==> config.mk <==
export PLATFORM = sky130hd
export DESIGN_NAME = rtt_timeout_estimator
export DESIGN_NICKNAME = d
export VERILOG_FILES = /design/src/rtl/rte_pkg.sv /design/src/rtl/rtt_timeout_estimator.sv /design/src/rtl/rte_track.sv
export SDC_FILE = /design/constraint.sdc
export NUM_CORES = 1
export LEC_CHECK = 0
export ABC_AREA = 1
export BUFFER_PORTS_ARGS = -buffer_cell sky130_fd_sc_hd__buf_2
export CORE_MARGIN = 3
export CORE_UTILIZATION = 35
export CTS_BUF_LIST = sky130_fd_sc_hd__clkbuf_4
export CTS_CLUSTER_DIAMETER = 60
export DETAILED_ROUTE_END_ITERATION = 8
export PLACE_DENSITY_LB_ADDON = 0.25
export SLEW_MARGIN = 20
export SYNTH_ARGS = -nofsm -noshare
export SYNTH_HDL_FRONTEND = slang
export SYNTH_HIERARCHICAL = 1
export SYNTH_SLANG_ARGS = --single-unit
==> constraint.sdc <==
create_clock -name clk -period 11.2 [get_ports clk]
set_input_delay 2.24 -clock clk [delete_from_list [all_inputs] [get_ports clk]]
set_output_delay 2.24 -clock clk [all_outputs]
set_load 0.01 [all_outputs]
==> src/rtl/rte_pkg.sv <==
// shared types and constants for the round-trip timeout estimator
package rte_pkg;

  localparam int SEQ_WIDTH_DEF     = 16;
  localparam int ELAPSED_WIDTH_DEF = 16;
  localparam int EST_WIDTH         = 20;
  localparam int TIMEOUT_WIDTH     = 19;
  localparam int OP_WIDTH          = 2;
  localparam int OUT_FIELDS_WIDTH  = 2 * EST_WIDTH + TIMEOUT_WIDTH;
  localparam int OUT_TDATA_WIDTH   = ((OUT_FIELDS_WIDTH + 7) / 8) * 8;

  localparam logic [EST_WIDTH-1:0] EST_MAX   = {EST_WIDTH{1'b1}};
  localparam logic [EST_WIDTH-1:0] RTT_RESET = EST_WIDTH'(8000);
  localparam logic [EST_WIDTH-1:0] DEV_RESET = EST_WIDTH'(1600);

  typedef enum logic [OP_WIDTH-1:0] {
    OP_TICK    = 2'd0,
    OP_SENT    = 2'd1,
    OP_ACK     = 2'd2,
    OP_TIMEOUT = 2'd3
  } op_t;

  typedef struct packed {
    logic [EST_WIDTH-1:0]     rtt_smoothed;
    logic [EST_WIDTH-1:0]     rtt_deviation;
    logic [TIMEOUT_WIDTH-1:0] timeout_ms;
    logic                     sample_taken;
  } rte_result_t;

endpackage

==> src/rtl/rtt_timeout_estimator.sv <==
// top level: input register, estimator update and result register
// Round-trip timeout estimator. Each input item (tick, segment sent, ack,
// timeout) yields exactly one result item holding the smoothed rtt and
// deviation in sixteenths of a millisecond, the timeout in whole
// milliseconds and a flag for a completed sample. One item is taken every
// cycle while no result waits on m_tready; each item passes through the
// input register, the combinational update and the result register.
// A result that is not taken stalls the input register once it is full.
module rtt_timeout_estimator
  import rte_pkg::*;
#(
  parameter int SEQ_WIDTH     = SEQ_WIDTH_DEF,
  parameter int ELAPSED_WIDTH = ELAPSED_WIDTH_DEF
) (
  input  logic                                clk,
  input  logic                                rst,
  input  logic                                s_tvalid,
  output logic                                s_tready,
  input  logic [((SEQ_WIDTH+7)/8)*8-1:0]      s_tdata,  // seq
  input  logic [OP_WIDTH-1:0]                 s_tuser,  // operation
  output logic                                m_tvalid,
  input  logic                                m_tready,
  output logic [OUT_TDATA_WIDTH-1:0]          m_tdata,  // rtt_smoothed, rtt_deviation, timeout_ms
  output logic                                m_tuser   // sample_taken
);

  logic                 in_valid;
  op_t                  in_op;
  logic [SEQ_WIDTH-1:0] in_seq;
  logic                 out_valid;
  rte_result_t          out_result;
  rte_result_t          result;
  logic                 advance;

  assign advance  = in_valid && (!out_valid || m_tready);
  assign s_tready = !in_valid || advance;

  always_ff @(posedge clk) begin
    if (rst) begin
      in_valid <= 1'b0;
    end else if (s_tready) begin
      in_valid <= s_tvalid;
    end
  end

  always_ff @(posedge clk) begin
    if (s_tready && s_tvalid) begin
      in_op  <= op_t'(s_tuser);
      in_seq <= s_tdata[SEQ_WIDTH-1:0];
    end
  end

  rte_track #(
    .SEQ_WIDTH    (SEQ_WIDTH),
    .ELAPSED_WIDTH(ELAPSED_WIDTH)
  ) u_track (
    .clk   (clk),
    .rst   (rst),
    .en    (advance),
    .op    (in_op),
    .seq   (in_seq),
    .result(result)
  );

  always_ff @(posedge clk) begin
    if (rst) begin
      out_valid <= 1'b0;
    end else if (advance) begin
      out_valid <= 1'b1;
    end else if (m_tready) begin
      out_valid <= 1'b0;
    end
  end

  always_ff @(posedge clk) begin
    if (advance) begin
      out_result <= result;
    end
  end

  assign m_tvalid = out_valid;
  assign m_tdata  = OUT_TDATA_WIDTH'({out_result.timeout_ms, out_result.rtt_deviation,
                                      out_result.rtt_smoothed});
  assign m_tuser  = out_result.sample_taken;

endmodule

==> src/rtl/rte_track.sv <==
// timing state and smoothed rtt / deviation update for one item per cycle while en is high
module rte_track
  import rte_pkg::*;
#(
  parameter int SEQ_WIDTH     = SEQ_WIDTH_DEF,
  parameter int ELAPSED_WIDTH = ELAPSED_WIDTH_DEF
) (
  input  logic                 clk,
  input  logic                 rst,
  input  logic                 en,
  input  op_t                  op,
  input  logic [SEQ_WIDTH-1:0] seq,
  output rte_result_t          result
);

  localparam int SAMPLE_WIDTH = ELAPSED_WIDTH + 4 + EST_WIDTH;
  localparam logic [ELAPSED_WIDTH-1:0] ELAPSED_MAX = {ELAPSED_WIDTH{1'b1}};

  logic                     timing_active;
  logic [SEQ_WIDTH-1:0]     awaited_seq;
  logic [ELAPSED_WIDTH-1:0] elapsed_ms;
  logic [EST_WIDTH-1:0]     smoothed_rtt;
  logic [EST_WIDTH-1:0]     smoothed_dev;

  logic                     timing_active_next;
  logic [SEQ_WIDTH-1:0]     awaited_seq_next;
  logic [ELAPSED_WIDTH-1:0] elapsed_ms_next;
  logic [EST_WIDTH-1:0]     smoothed_rtt_next;
  logic [EST_WIDTH-1:0]     smoothed_dev_next;
  logic                     sample_taken;

  logic [SAMPLE_WIDTH-1:0]  sample_wide;
  logic [EST_WIDTH-1:0]     sample;
  logic [EST_WIDTH-1:0]     err;
  logic [EST_WIDTH+3:0]     rtt_sum;
  logic [EST_WIDTH+2:0]     dev_sum;
  logic [EST_WIDTH+2:0]     rto_sum;

  // sample in sixteenths, saturated to the estimate range
  always_comb begin
    sample_wide = SAMPLE_WIDTH'(elapsed_ms) << 4;
    sample      = (sample_wide > SAMPLE_WIDTH'(EST_MAX)) ? EST_MAX
                                                         : sample_wide[EST_WIDTH-1:0];
    err         = (smoothed_rtt > sample) ? (smoothed_rtt - sample)
                                          : (sample - smoothed_rtt);
    rtt_sum     = ((EST_WIDTH+4)'(smoothed_rtt) << 3) - (EST_WIDTH+4)'(smoothed_rtt)
                  + (EST_WIDTH+4)'(sample);
    dev_sum     = ((EST_WIDTH+3)'(smoothed_dev) << 1) + (EST_WIDTH+3)'(smoothed_dev)
                  + (EST_WIDTH+3)'(err);
  end

  always_comb begin
    timing_active_next = timing_active;
    awaited_seq_next   = awaited_seq;
    elapsed_ms_next    = elapsed_ms;
    smoothed_rtt_next  = smoothed_rtt;
    smoothed_dev_next  = smoothed_dev;
    sample_taken       = 1'b0;
    unique case (op)
      OP_TICK: begin
        if (timing_active && elapsed_ms != ELAPSED_MAX) begin
          elapsed_ms_next = elapsed_ms + 1'b1;
        end
      end
      OP_SENT: begin
        if (!timing_active) begin
          timing_active_next = 1'b1;
          awaited_seq_next   = seq + 1'b1;
          elapsed_ms_next    = '0;
        end
      end
      OP_ACK: begin
        if (timing_active && seq >= awaited_seq) begin
          timing_active_next = 1'b0;
          if (seq == awaited_seq) begin
            sample_taken      = 1'b1;
            smoothed_rtt_next = rtt_sum[EST_WIDTH+2:3];
            smoothed_dev_next = dev_sum[EST_WIDTH+1:2];
          end
        end
      end
      OP_TIMEOUT: begin
        timing_active_next = 1'b0;
      end
      default: begin
        timing_active_next = timing_active;
      end
    endcase
  end

  always_comb begin
    rto_sum              = (EST_WIDTH+3)'(smoothed_rtt_next)
                           + ((EST_WIDTH+3)'(smoothed_dev_next) << 2);
    result.rtt_smoothed  = smoothed_rtt_next;
    result.rtt_deviation = smoothed_dev_next;
    result.timeout_ms    = rto_sum[EST_WIDTH+2:4];
    result.sample_taken  = sample_taken;
  end

  always_ff @(posedge clk) begin
    if (rst) begin
      timing_active <= 1'b0;
      awaited_seq   <= '0;
      elapsed_ms    <= '0;
      smoothed_rtt  <= RTT_RESET;
      smoothed_dev  <= DEV_RESET;
    end else if (en) begin
      timing_active <= timing_active_next;
      awaited_seq   <= awaited_seq_next;
      elapsed_ms    <= elapsed_ms_next;
      smoothed_rtt  <= smoothed_rtt_next;
      smoothed_dev  <= smoothed_dev_next;
    end
  end

  a_sample_needs_timing : assert property (@(posedge clk) disable iff (rst)
    en && sample_taken |-> timing_active)
    else $error("sample taken while not timing");

  a_sample_stops_timing : assert property (@(posedge clk) disable iff (rst)
    en && sample_taken |=> !timing_active)
    else $error("timing still active after sample");

  a_rtt_holds : assert property (@(posedge clk) disable iff (rst)
    en && !sample_taken |=> $stable(smoothed_rtt) && $stable(smoothed_dev))
    else $error("estimates moved without a sample");

  a_sent_starts : assert property (@(posedge clk) disable iff (rst)
    en && op == OP_SENT && !timing_active |=> timing_active && elapsed_ms == '0)
    else $error("sent segment did not start timing");

endmodule
==> results of run 1 <==
## routing by layer
layer  track usage (%)  routed length, um
met1             23.68              15090
met2             30.53              14870
met3             2.206               1121
met4             5.137                680
met5                 0                  0
## cells in the final DEF (no fill, tap or decap), drive strengths merged, types with 8 or more instances in the layout
| master | count |
|---|---|
| a21oi | 166 |
| clkbuf | 17 |
| nand2 | 283 |
| fa | 37 |
| nor3 | 21 |
| o21bai | 8 |
| buf | 95 |
| ha | 106 |
| dfxtp | 75 |
| or2 | 9 |
| inv | 250 |
| xor2 | 46 |
| nand4 | 20 |
| nor2 | 90 |
| nand3 | 48 |
| xnor2 | 25 |
| o211ai | 14 |
| edfxtp | 78 |
| o21ai | 139 |
## logic make-up after synthesis
kind of cell	after synthesis	share of synthesized area, %
compound gates	365	17.08
xor+xnor	71	5.232
fa+ha+maj	143	17.39
buf+inv	282	9.358
flops	153	32.34
mux	9	0.9263
other cells	1	0.03155
simple gates	482	17.64
## flip-flops by register name, indices dropped and copies added (netlist names)
register and flops:
in_valid 1, in_op 2, u_track/awaited_seq 16, in_seq 16, m_tuser 1, u_track/timing_active 1, u_track/smoothed_dev 20, u_track/smoothed_rtt 20
m_tvalid 1, u_track/elapsed_ms 16, m_tdata 59
## worst max-delay path, delay by kind of cell, from the launching register on
family | cells | cell delay, ns
XOR/XNOR | 2 | 0.28
adder cells (fa/ha/maj) | 5 | 1.69
AO/OA/AOI/OAI | 12 | 2.08
buffers and inverters | 3 | 0.32
flip-flops | 1 | 0.37
AND/OR/NAND/NOR | 14 | 1.81
## final timing paths
path | from | end | slack (ns) | cells past startpoint
worst max-delay path | u_track/smoothed_rtt[4]$_SDFFE_PP0P_ | m_tdata[56]$_DFFE_PP_ | 4.42 | 36
worst min-delay path | u_track/awaited_seq[9]$_SDFFE_PP0P_ | u_track/awaited_seq[9]$_SDFFE_PP0P_ | 0.48 | 2
worst min register to register | u_track/awaited_seq[9]$_SDFFE_PP0P_ | u_track/awaited_seq[9]$_SDFFE_PP0P_ | 0.48 | 2
worst max register to register | u_track/smoothed_rtt[4]$_SDFFE_PP0P_ | m_tdata[56]$_DFFE_PP_ | 4.42 | 36
## cell type report
class	count	area, sq um
Fill cell	3415	19890
Multi-Input combinational cell	1075	6957
Sequential cell	153	3844
Inverter	244	915.9
Tap cell	442	553.0
Timing Repair Buffer	95	505.5
Clock inverter	15	234.0
Clock buffer	17	127.6
Antenna cell	1	2.502
## power by group
part / total [mW] / switching, mW / internal [mW]
sequential: 0.646 / 0.0219 / 0.624
clock: 0.424 / 0.237 / 0.187
combinational: 0.665 / 0.416 / 0.249
total: 1.73 / 0.675 / 1.06
## through the flow
step / std cells / cell area (sq um) / power (mW)
2_1_floorplan: 1510 / 11900 / 1.163
3_3_place_gp: 2009 / 12770 / 1.311
3_5_place_dp: 2009 / 12770 / 1.315
4_1_cts: 2041 / 13140 / 1.747
5_1_grt: 2042 / 13140 / 1.867
6_report: 2042 / 13140 / 1.734
==> flow_metrics.tcl, run 1 <==
set metrics [dict create \
    status "finished clean" \
    fin_crit_sh_pct 60.53 \
    core_sq_um 33030 \
    finalMaxSlewViolations 0 \
    fin_tns_setup_ns 0 \
    clock-sinks 153 \
    dp.final_hpwl_mm 25.42 \
    finalClockSkew_ns 0.03386 \
    synth_area_leaders "edfxtp_1 20%, dfxtp_1 13%, ha_1 11%, nand2_1 8.3%, inv_1 7.6%" \
    fp-row-count 66 \
    synth_most_common_cell "nand2_1" \
    grtUsageTotal_pct 17.82 \
    grt_overflow 0 \
    post_cts_resized 0 \
    cpPeakStageDelay_ns 0.45 \
    postSynth.asyncResetShare_pct 0 \
    min_period_ns 6.779 \
    ys_top_cells_by_count "263 x nand2_1, 242 x inv_1, 163 x a21oi_1" \
    synth_seq_cells 153 \
    cp_max_fo 28 \
    start_util_pct 35.98 \
    start_kind "register" \
    criticalPathCategory "register to register" \
    preCtsSetupSlack_ns 4.511 \
    vdd_ir_drop_max_mv 0.07098 \
    routabilityCongestion 0.9385 \
    hp-class "register to register" \
    clock_path_buffers 2 \
    routed_wl_mm 31.76 \
    antenna_found_initial 1 \
    fin_nets 1751 \
    ys_types 59 \
    numPortBuffers 83 \
    clkTransAtPathRegs_ns 0.17 \
    htreeDepth 4 \
    cellLeakagePower_nw 6.156 \
    ys_seq_area_share_pct 32.34 \
    grt_max_degree 67 \
    ys.warnings.count 6 \
    fp.dieH_um 190.3 \
    tightest_slew_ns 0.8232 \
    hold_ws_ns 0.4832 \
    p_per_area_nw_per_um2 132.0 \
    ant_nets 0 \
    grt_pass1_vias 10170 \
    report.final.hold_viol_count 0 \
    worstSetupEndpointType "register" \
    syn_avg_cell_area_sq_um 7.893 \
    vias 10260 \
    drive_gt1_share_pct 11.38 \
    ios 89 \
    required_ns 11.57 \
    yosys.area.top_type "edfxtp_1" \
    drc 0 \
    critPathSlowestCell "fa_1" \
    setup_viol 0 \
    clk_root_buffer_cell "clkbuf_4" \
    fmax_mhz 147.5 \
    cp_data_arrival_time_ns 7.15 \
    drtIter0Drc 621 \
    syn-cell-area_sq_um 11890 \
    rsz0062_at_grt "false" \
    relSlewSlack_pct 44.91 \
    synth_edf_count 78 \
    syn2layout_area_growth_pct 10.54 \
    synth_flop_cell "edfxtp_1" \
    postLayoutCoreUtil_pct 39.78 \
    firstDrtPassIters 7 \
    cp_common_cell "nand2_1" \
    setup_ws_ns 4.421 \
    cts_buffers 17 \
    die_area_sq_um 36210 \
    grt_first_pass_wirelength_mm 51.59 \
    die_w_um 190.3 \
    vias_per_cell 5.023 \
    clk_latency_ns 0.60 \
    cts_tree "yes" \
    synth_cells 1506 \
    post_cts.repair.setup_buffers 0 \
    routedWlPerCell_um 15.55 \
    maxCapViolations 0 \
    hold_buffers 0 \
    synth_top_area_share_pct 19.71 \
]
Power figures use the tool's default switching activity.
==> inputs of run 2 (changes only) <==
clock period = 6.3 ns   (was 11.2 ns; I/O delays follow)
==> run 2 against run 1 <==
Clock power is 36% higher. Sequential power up 78%. Clock-buffer cell count is 1 higher. Sequential share of layout area shrank 1.6 points. Global-route usage increased by 0.46 points. Critical path type unchanged. Critical endpoint is now m_tdata[55]$_DFFE_PP_. Largest cell class unchanged.
==> flow_metrics.tcl, run 2 (synthesized netlist as in run 1, its figures left out) <==
set metrics [dict create \
    required_ns 6.66 \
    grt_first_pass_wirelength_mm 52.71 \
    clkTransAtPathRegs_ns 0.15 \
    setup_viol 0 \
    start_util_pct 35.98 \
    tightest_slew_ns 0.9529 \
    fmax_mhz 167.5 \
    vias_per_cell 4.991 \
    ff2ff_setup_slack_ns 0.33 \
    min_period_ns 5.969 \
    drc 0 \
    clock-sinks 153 \
    cts_buffers 17 \
    criticalPathCategory "register to register" \
    grt_overflow 0 \
    vias 10560 \
    dp.cells 2066 \
    crit_start "u_track/elapsed_ms[0]$_SDFFE_PP0P_" \
    finalPower_mw 3.128 \
    status "finished clean" \
    die_area_sq_um 36210 \
    finalMaxSlewViolations 0 \
    reg2regPathDepth 32 \
    grtUsageTotal_pct 18.28 \
    clk_latency_ns 0.60 \
    drive_gt1_share_pct 18.36 \
    p_per_area_nw_per_um2 225.3 \
    vdd_ir_drop_max_mv 0.1235 \
    relSlewSlack_pct 36.24 \
    ios 89 \
    critPathSlowestCell "fa_1" \
    largest_reg_flops 59 \
    dp.final_hpwl_mm 26.25 \
    core_sq_um 33030 \
    hold_ws_ns 0.4876 \
    cp_data_arrival_time_ns 6.33 \
    fp-row-count 66 \
    cts_tree "yes" \
    finalClockSkew_ns 0.02768 \
    htreeDepth 4 \
    min-delay-start "u_track/awaited_seq[9]$_SDFFE_PP0P_" \
    hp-class "register to register" \
    mostFrequentLayoutCells "261 x nand2_1, 240 x inv_1, 148 x a21oi_1" \
    start_kind "register" \
    final_cells 2115 \
    fin_nets 1824 \
    firstDrtPassIters 5 \
    cp_max_fo 5 \
    layout_commonest_cell "nand2_1" \
    fin_crit_sh_pct 94.75 \
    die_w_um 190.3 \
    r2r-start "u_track/elapsed_ms[0]$_SDFFE_PP0P_" \
    fp.dieH_um 190.3 \
    antenna_found_initial 2 \
    syn2layout_area_growth_pct 16.81 \
    report.final.hold_viol_count 0 \
    routabilityCongestion 0.9239 \
    grt_max_degree 76 \
    grt_pass1_vias 10350 \
    ant_nets 0 \
    fin_tns_setup_ns 0 \
    cellLeakagePower_nw 6.491 \
    routed_wl_mm 32.96 \
    routedWlPerCell_um 15.58 \
    numPortBuffers 83 \
    drtIter0Drc 687 \
    clk_root_buffer_cell "clkbuf_4" \
    maxCapViolations 0 \
    clock_path_buffers 2 \
    cpPeakStageDelay_ns 0.47 \
    hold-path-cell-count 2 \
    worstSetupEndpointType "register" \
]
## run 2: cell count changes in the layout (fill, tap and decap cells not counted), sizes merged
| cell | change |
|---|---|
| nand2 | +1 |
| clkinvlp | +2 |
| buf | +72 |
| clkbuf | +1 |
| bufinv | -4 |
| inv | +1 |
## run 2: worst paths after layout
kind | to
worst max-delay path | m_tdata[55]$_DFFE_PP_
worst min-delay path | u_track/awaited_seq[9]$_SDFFE_PP0P_
worst max register to register | m_tdata[55]$_DFFE_PP_
worst min register to register | u_track/awaited_seq[9]$_SDFFE_PP0P_
## run 2: where the power goes
group,switching (mW),internal (mW)
registers,0.0375,1.11
logic,0.822,0.581
clock network,0.408,0.170
## run 2: final cells by class
cell class              count  area [sq um]
clock buffers              18         135.1
well taps                 442         553.0
clock inverters            14         115.1
inverters                 244         915.9
diodes                      1         2.502
multi-input cells        1076          7263
repair buffers            167          1054
flip-flops and latches    153          3846
fillers                  3390         19150
## run 2: timing repair
| action | in CTS | in global routing |
|---|---|---|
| hold buffers | 0 | 0 |
| pin swaps | 1 | 22 |
| setup buffers | 1 | 14 |
| resized for setup | 2 | 75 |
| endpoints found under the setup margin | 4 | 12 |
| gates cloned | 0 | 1 |
## run 2: worst max-delay path: cells and delay by family, from the launching register on
kind | cells | cell delay (ns)
DFF | 1 | 0.40
AOI/OAI and AO/OA | 14 | 2.18
and+or+nand+nor | 9 | 0.95
xor gates and xnor gates | 2 | 0.23
buffers and inverters | 2 | 0.21
adders and majority gates | 5 | 1.78
## run 2: per-stage QoR
stage	utilization, %	area (sq um)	setup slack [ns]
2_1_floorplan	-	11900	0.2177
3_3_place_gp	39.97	13200	0.02454
3_5_place_dp	39.97	13200	-0.08084
4_1_cts	40.75	13460	0.0001332
5_1_grt	42.03	13880	-0.06710
6_report	42.03	13880	0.3306
## run 2: routing by layer
metal | GRT usage [%] | vias up | wire length (um)
li1 | - | 5310 | -
met1 | 23.59 | 4970 | 15060
met2 | 32.04 | 230 | 15870
met3 | 2.445 | 46 | 1253
met4 | 5.278 | 0 | 779
met5 | 0 | - | 0
